<file path="src/design/mlpf_pkg.sv">
package mlpf_pkg;

  // Data path widths
  localparam int unsigned DATA_W    = 32;
  localparam int unsigned ACC_W     = 56;
  localparam int unsigned CFG_W     = 5;
  localparam int unsigned WIDX_W    = 11;
  localparam int unsigned OIDX_W    = 4;
  localparam int unsigned NE_W      = 3;

  // Effective counts stay below 32, so six bits hold a count plus one
  localparam int unsigned CNT_W     = 6;
  localparam int unsigned PW        = 2 * CNT_W;
  localparam int unsigned TOT_W     = 16;
  localparam int unsigned LYR_W     = 4;
  localparam int unsigned OUT_LIMIT = 16;

  typedef enum logic [1:0] {
    FUNC_WRITE = 2'd0,
    FUNC_READ  = 2'd1,
    FUNC_INPUT = 2'd2
  } func_e;

  typedef enum logic [1:0] {
    STAT_OUTPUT  = 2'd0,
    STAT_WREAD   = 2'd1,
    STAT_CNT_ERR = 2'd2
  } status_e;

  typedef enum logic [1:0] {
    CFG_INPUT_COUNT  = 2'd0,
    CFG_EXTRA_LAYERS = 2'd1,
    CFG_HIDDEN_WIDTH = 2'd2,
    CFG_OUTPUT_COUNT = 2'd3
  } cfg_idx_e;

  typedef enum logic [3:0] {
    ST_IDLE,
    ST_TOT_A,
    ST_TOT_B,
    ST_WOP,
    ST_RDATA,
    ST_ERR,
    ST_MAC,
    ST_DRAIN,
    ST_ORD,
    ST_OEMIT
  } state_e;

  // Control word for the shared multiply-accumulate unit
  typedef struct packed {
    logic clear;
    logic valid;
    logic bias;
  } mac_ctl_t;

endpackage

</file>
<file path="src/design/mlpf_mac.sv">
module mlpf_mac import mlpf_pkg::*; (
  input  logic                     clk_i,
  input  logic                     rst_ni,
  input  mac_ctl_t                 ctl_i,
  input  logic signed [DATA_W-1:0] weight_i,
  input  logic signed [DATA_W-1:0] act_i,
  output logic                     busy_o,
  output logic signed [DATA_W-1:0] sum_o
);

  localparam logic signed [ACC_W-1:0] SAT_HI = {{(ACC_W-DATA_W){1'b0}}, 32'h7FFF_FFFF};
  localparam logic signed [ACC_W-1:0] SAT_LO = {{(ACC_W-DATA_W){1'b1}}, 32'h8000_0000};

  logic signed [2*DATA_W-1:0] mul;
  logic signed [2*DATA_W-1:0] neg_w;
  logic signed [2*DATA_W-1:0] prod_d, prod_q;
  logic signed [2*DATA_W-1:0] term;
  logic signed [ACC_W-1:0]    acc_d, acc_q;
  logic                       prod_valid_q;

  // Form the exact product; the bias term is -w placed above the fraction
  assign mul    = weight_i * act_i;
  assign neg_w  = -((2*DATA_W)'(weight_i));
  assign prod_d = ctl_i.bias ? (neg_w <<< 16) : mul;

  // Floor shift back to Q16.16 and accumulate
  assign term  = prod_q >>> 16;
  assign acc_d = acc_q + ACC_W'(term);

  always_ff @(posedge clk_i or negedge rst_ni) begin
    if (!rst_ni) begin
      prod_valid_q <= 1'b0;
      acc_q        <= '0;
    end else begin
      prod_valid_q <= ctl_i.valid;
      if (ctl_i.clear) begin
        acc_q <= '0;
      end else if (prod_valid_q) begin
        acc_q <= acc_d;
      end
    end
  end

  always_ff @(posedge clk_i) begin
    if (ctl_i.valid) begin
      prod_q <= prod_d;
    end
  end

  // Saturate the sum to 32 bits
  always_comb begin
    if (acc_q > SAT_HI) begin
      sum_o = SAT_HI[DATA_W-1:0];
    end else if (acc_q < SAT_LO) begin
      sum_o = SAT_LO[DATA_W-1:0];
    end else begin
      sum_o = acc_q[DATA_W-1:0];
    end
  end

  assign busy_o = prod_valid_q;

endmodule

</file>
<file path="config.mk">
export PLATFORM = sky130hd
export DESIGN_NAME = mlpf_mac
export DESIGN_NICKNAME = d
export VERILOG_FILES = /design/src/design/mlpf_pkg.sv /design/src/design/mlpf_mac.sv
export SDC_FILE = /design/constraint.sdc
export NUM_CORES = 2
export LEC_CHECK = 0
export ABC_AREA = 1
export BUFFER_PORTS_ARGS = -buffer_cell sky130_fd_sc_hd__buf_4
export CORE_UTILIZATION = 58
export DETAILED_ROUTE_END_ITERATION = 10
export HOLD_SLACK_MARGIN = 0.12
export PLACE_DENSITY = 0.86
export SYNTH_ARGS = -nofsm -noshare
export SYNTH_HDL_FRONTEND = slang
export SYNTH_SLANG_ARGS = --single-unit
export TNS_END_PERCENT = 20
</file>
<file path="constraint.sdc">
create_clock -name clk_i -period 4.1 [get_ports clk_i]
set_clock_uncertainty 0.2 [all_clocks]
set_input_delay 0.82 -clock clk_i [delete_from_list [all_inputs] [get_ports clk_i]]
set_output_delay 0.82 -clock clk_i [all_outputs]
set_load 0.02 [all_outputs]
</file>
# Word-level counts from Yosys, hierarchy flattened
# Index checks and enable logic that the tools add are counted.
totals:
  register_bits: 105
  input_bits: 69
  out_inout_bits: 33
  wordCells: 14
op_classes:
  n_addsub: 2
  n_mul: 1
  n_lt_le_gt_ge: 2
  n_mux: 5
  reduce_logical: 1
op_table:
  columns: ["operator", "n"]
  rows:
  - ["$mux W56", 2]
  - ["$mul A32 B32 Y64", 1]
  - ["$mux W32", 2]
  - ["$mux W64", 1]
  - ["$add A56 B48 Y56", 1]
  - ["$gt A56 B32 Y1 const B", 1]
  - ["$lt A56 B32 Y1 const B", 1]
  - ["$neg A32 Y48", 1]
  - ["$reduce_bool A2 Y1", 1]

# Depth between registers and ports, before layout
logic_depth:
  word_depth: 3
  mapped_depth: 34
  mapped_depth_nobuf: 32

# Worst setup path after synthesis
# OpenSTA, ideal clock, no wires.
synth_path:
  kind: "input to register"
  from: "input weight_i[31]"
  to: "register prod_q[54] (data pin)"
  setup_ps: 266
  arrival_time_ps: 7665
  t_required_ps: 3634
  path_slack_ps: -4031
  path_stages: 30
  path_buffers: 2
  path_cell_list: "clkbuf_1 > clkbuf_1 > nand2_1 > inv_1 > fa_1 > inv_1 > fa_1 > inv_1 > fa_1 > fa_1 > inv_1 > fa_1 > inv_1 > fa_1 > inv_1 > fa_1 > inv_1 > fa_1 > ha_1 > nand2_1 > nor2_1 > inv_1 > nor3_1 > nand2_1 > nor2_1 > nand2_1 > nand3_1 > nand2_1 > nand3_1 > nand2_1"
synth_between:
  elab_chain_cells: 2
  word_cells_on_any_way: 3
  cone_classes: "add/sub: 1; mul: 1; mux: 1"
synth_rtl:
  columns: ["item", "line_no", "rtl"]
  rows:
  - ["start, declared", "mlpf_mac.sv:5", "input logic signed [DATA_W-1:0] weight_i,"]
  - ["$mul A32 B32 Y64 / $neg A32 Y48 (equally long branches)", "mlpf_mac.sv:22, mlpf_mac.sv:23", null]
  - ["$mux W64 *", "mlpf_mac.sv:24", "assign prod_d = ctl_i.bias ? (neg_w <<< 16) : mul;"]
  - ["net prod_d[54]", "mlpf_mac.sv:16", "logic signed [2*DATA_W-1:0] prod_d, prod_q;"]
  - ["end signal, assigned", "mlpf_mac.sv:46", "prod_q <= prod_d;"]
  - ["end, declared", "mlpf_mac.sv:16", null]
# The timed path passes the listed nets; every way through them passes the cells marked *.
# A chain may end at the register's enable or synchronous reset.

# Final worst setup path
layout_path:
  from: "input act_i[2]"
  to: "register prod_q[55] (data pin)"
layout_between:
  elab_chain_cells: 2
layout_rtl:
  columns: ["item", "line_no", "rtl"]
  rows:
  - ["start, declared", "mlpf_mac.sv:6", "input logic signed [DATA_W-1:0] act_i,"]
  - ["$mul A32 B32 Y64", "mlpf_mac.sv:22", "assign mul = weight_i * act_i;"]
  - ["$mux W64", "mlpf_mac.sv:24", null]
  - ["net prod_d[55]", "mlpf_mac.sv:16", null]
# The timed path passes the listed nets, and every way through them passes these cells.

==> impl_results.md <==
* Status: complete, but fails checks
* Failing checks: DRC, setup timing
* Bufs on Longest Clock Path at 2
* Slowest stage delay, CP at 0.64 ns
* Synthesized net count at 7748
* Worst slack, placed at -4.01 ns
* Initial Util at 58.9%
* Hold_ws at 0.321 ns
* Min-delay worst type: input port to asynchronous set/reset pin
* Max Cap Viol at 0
* Die Ht at 288 um
* Mapped Area at 0.0476 sq mm
* Critical Path End Type: register
* Asr flop ratio synth at 54.3%
* Layout cell share with drive strength beyond 1 at 15.9%
* DRT Wirelength at 170 mm
* Synthesis-to-layout area growth at 17.6%
* DP Wirelength at 139 mm
* Slew headroom at 35.3%
* Setup Viol. Count Final at 48
* R2R cell count at 12
* Die area at 0.0832 sq mm
* DRT iter0 DRCs at 4961
* Fin util at 69.2%
* Buffers added on ports at 101
* Final ANT Viol Nets at 0
* R2R Path End: acc_q[44]
* Synth top area cells: fa_1, inv_1, nand2_1
* Most used cell, CP: fa_1
* Num ports at 102
* Top cells by count, synth: inv_1, nand2_1, fa_1
* Critical Path RT at 4.03 ns
* RSZ-0062 raised after global routing: true
* First-pass DRT Iterations at 9
* Critical path class: input port to register
* Nets at 8168
* CP Max Fanout at 7
* Largest net degree at the start of global routing at 58
* Seq/Total Area, Yosys at 6.03%
* Vias in the first global route at 47089
* Actual slew at the worst max-slew pin at 0.969 ns
* Clock latency on the worst-skew pair at 0.39 ns
* Syn Area/Cell at 7.48 sq um
* Syn. warnings at 0
* First-pass GRT wire length at 260 mm
* Synth Flop Type: dfrtp_1
* Min Tclk post-route at 7.36 ns
* Grt met2 use at 67.2%
* Largest area contributor in the netlist: fa_1
* Met3 Use GR at 9.45%
* Period utilization at 179%
* Via-to-Cell Ratio at 5.61
* CP startpoint kind: input port
* Final setup margin at -3.26 ns
* Sink Count at 105
* Overflow after GRT at 0
* Clock-pin slew on the worst setup and hold paths at 0.10 ns
* Cells after Synth at 6361
* Hold Vio Cnt, Final at 0
* Routability congestion estimate from global placement at 1.04
* Seq cells post-synth at 105
* Core ar. at 0.0808 sq mm
* Synth top area share at 45.5%
* R2R Setup Slk at 1.00 ns
* Setup TNS Final at -149.30 ns
* Fmax at 136 MHz
* Clock buffer count from CTS at 9
* Die width at 288 um
* # DRC at 22
* Via count at 44047
* Clock root cell: clkbuf_16
* Count leader, synth: inv_1
* H-tree Lvls at 3
* Site row count at 104
* # fillers at 6066
* GRT Total Usage at 41.5%
* Slowest cell on the critical path: fa_2
* Worst EP arrival at 7.28 ns
* Initial antenna violation count at 3
* R2R Path Start: prod_q[16]
* Slew Limit Fails at 0
* Routed wire per std cell at 21.7 um
* Post-synth EDFFs at 48
* M1 GR Usage at 51.8%
* Gr busiest metal: met2
* CTS tree: yes
* Synth unique cells at 50
==> sequential cells by signal, summed over array words and instances (netlist names) <==
signal and flops:
busy_o 1, prod_q 48, acc_q 56
==> final cells by class <==
cell class	count	area (sq um)	area share [%]
sequential	105	2870	5.13
clock buffer	11	243	0.434
antenna	4	10.0	0.0179
inverter	1810	6800	12.2
multi-input combinational	4197	38600	69.1
timing repair buffer	658	5990	10.7
clock inverter	5	61.3	0.110
tap	1060	1330	2.37
==> cells by family after synthesis <==
group | synth area share (%)
and+or+nand+nor | 20.3
xor gates and xnor gates | 0.644
AOI/OAI and AO/OA | 4.98
DFF | 6.03
buffers and inverters | 16.3
adders and majority gates | 51.7
==> layout by cell type, fill, tap and decap left out, types with 15 or more instances in the layout <==
| cell type | synthesis | layout |
|---|---|---|
| inv_1 | 1798 | 1754 |
| nand2_1 | 1793 | 1703 |
| fa_1 | 1082 | 1049 |
| buf_4 | 1 | 538 |
| nor2_1 | 301 | 230 |
| ha_1 | 236 | 201 |
| o21ai_0 | 196 | 160 |
| nand3_1 | 164 | 152 |
| a21oi_1 | 185 | 137 |
| nand2_2 | 3 | 70 |
| dfrtp_1 | 57 | 57 |
| buf_6 | 2 | 52 |
| inv_2 | 10 | 51 |
| buf_12 | 0 | 50 |
| edfxtp_1 | 48 | 48 |
| nand4_1 | 47 | 47 |
| nor2_2 | 7 | 46 |
| a21oi_2 | 1 | 42 |
| nor2_4 | 6 | 38 |
| o21ai_1 | 12 | 34 |
| ha_4 | 0 | 34 |
| fa_2 | 0 | 33 |
| nand2_4 | 1 | 24 |
| nand3b_1 | 19 | 19 |
| o21bai_1 | 21 | 18 |
| xnor2_1 | 20 | 17 |
| nor3_1 | 26 | 16 |
| o21ai_2 | 1 | 15 |
| xor2_1 | 15 | 15 |
==> metal layers <==
| metal | wire length [um] | up-vias |
|---|---|---|
| li1 | - | 19063 |
| met1 | 61500 | 21462 |
| met2 | 78200 | 2763 |
| met3 | 19000 | 759 |
| met4 | 11300 | 0 |
| met5 | 0 | - |
==> timing repair <==
action | in CTS | in global routing
resized for setup | 315 | 238
endpoints found under the setup margin | 48 | 48
cloned | 4 | 0
pin swaps | 76 | 118
hold buffers | 0 | 0
setup buffers | 24 | 6
==> how the worst max path moves through the flow <==
stage                            end  slack (ns)  cells after the start          from
final                     prod_q[55]       -3.26                     28      act_i[2]
after global routing      prod_q[55]       -3.48                     30      act_i[7]
after global placement    prod_q[45]       -3.86                     24  weight_i[17]
after CTS                 prod_q[62]       -3.21                     28      act_i[7]
after floorplan           prod_q[52]       -3.66                     28  weight_i[31]
after detailed placement  prod_q[61]       -4.01                     27  weight_i[31]
==> per-stage QoR <==
stage,std cells,instance area (sq um)
floorplan,6361,47800
global placement,7797,53300
detailed placement,7797,53300
CTS,7840,55100
global route,7849,55900
finish,7850,55900
==> critical path, delay by kind of cell <==
family	cells	cell delay (ns)
buf+inv	8	0.89
simple gates	11	1.04
fa+ha+maj	9	4.54
Power is not shown: default switching activity piles up to over one toggle a cycle in this logic, so the estimate is an artifact.
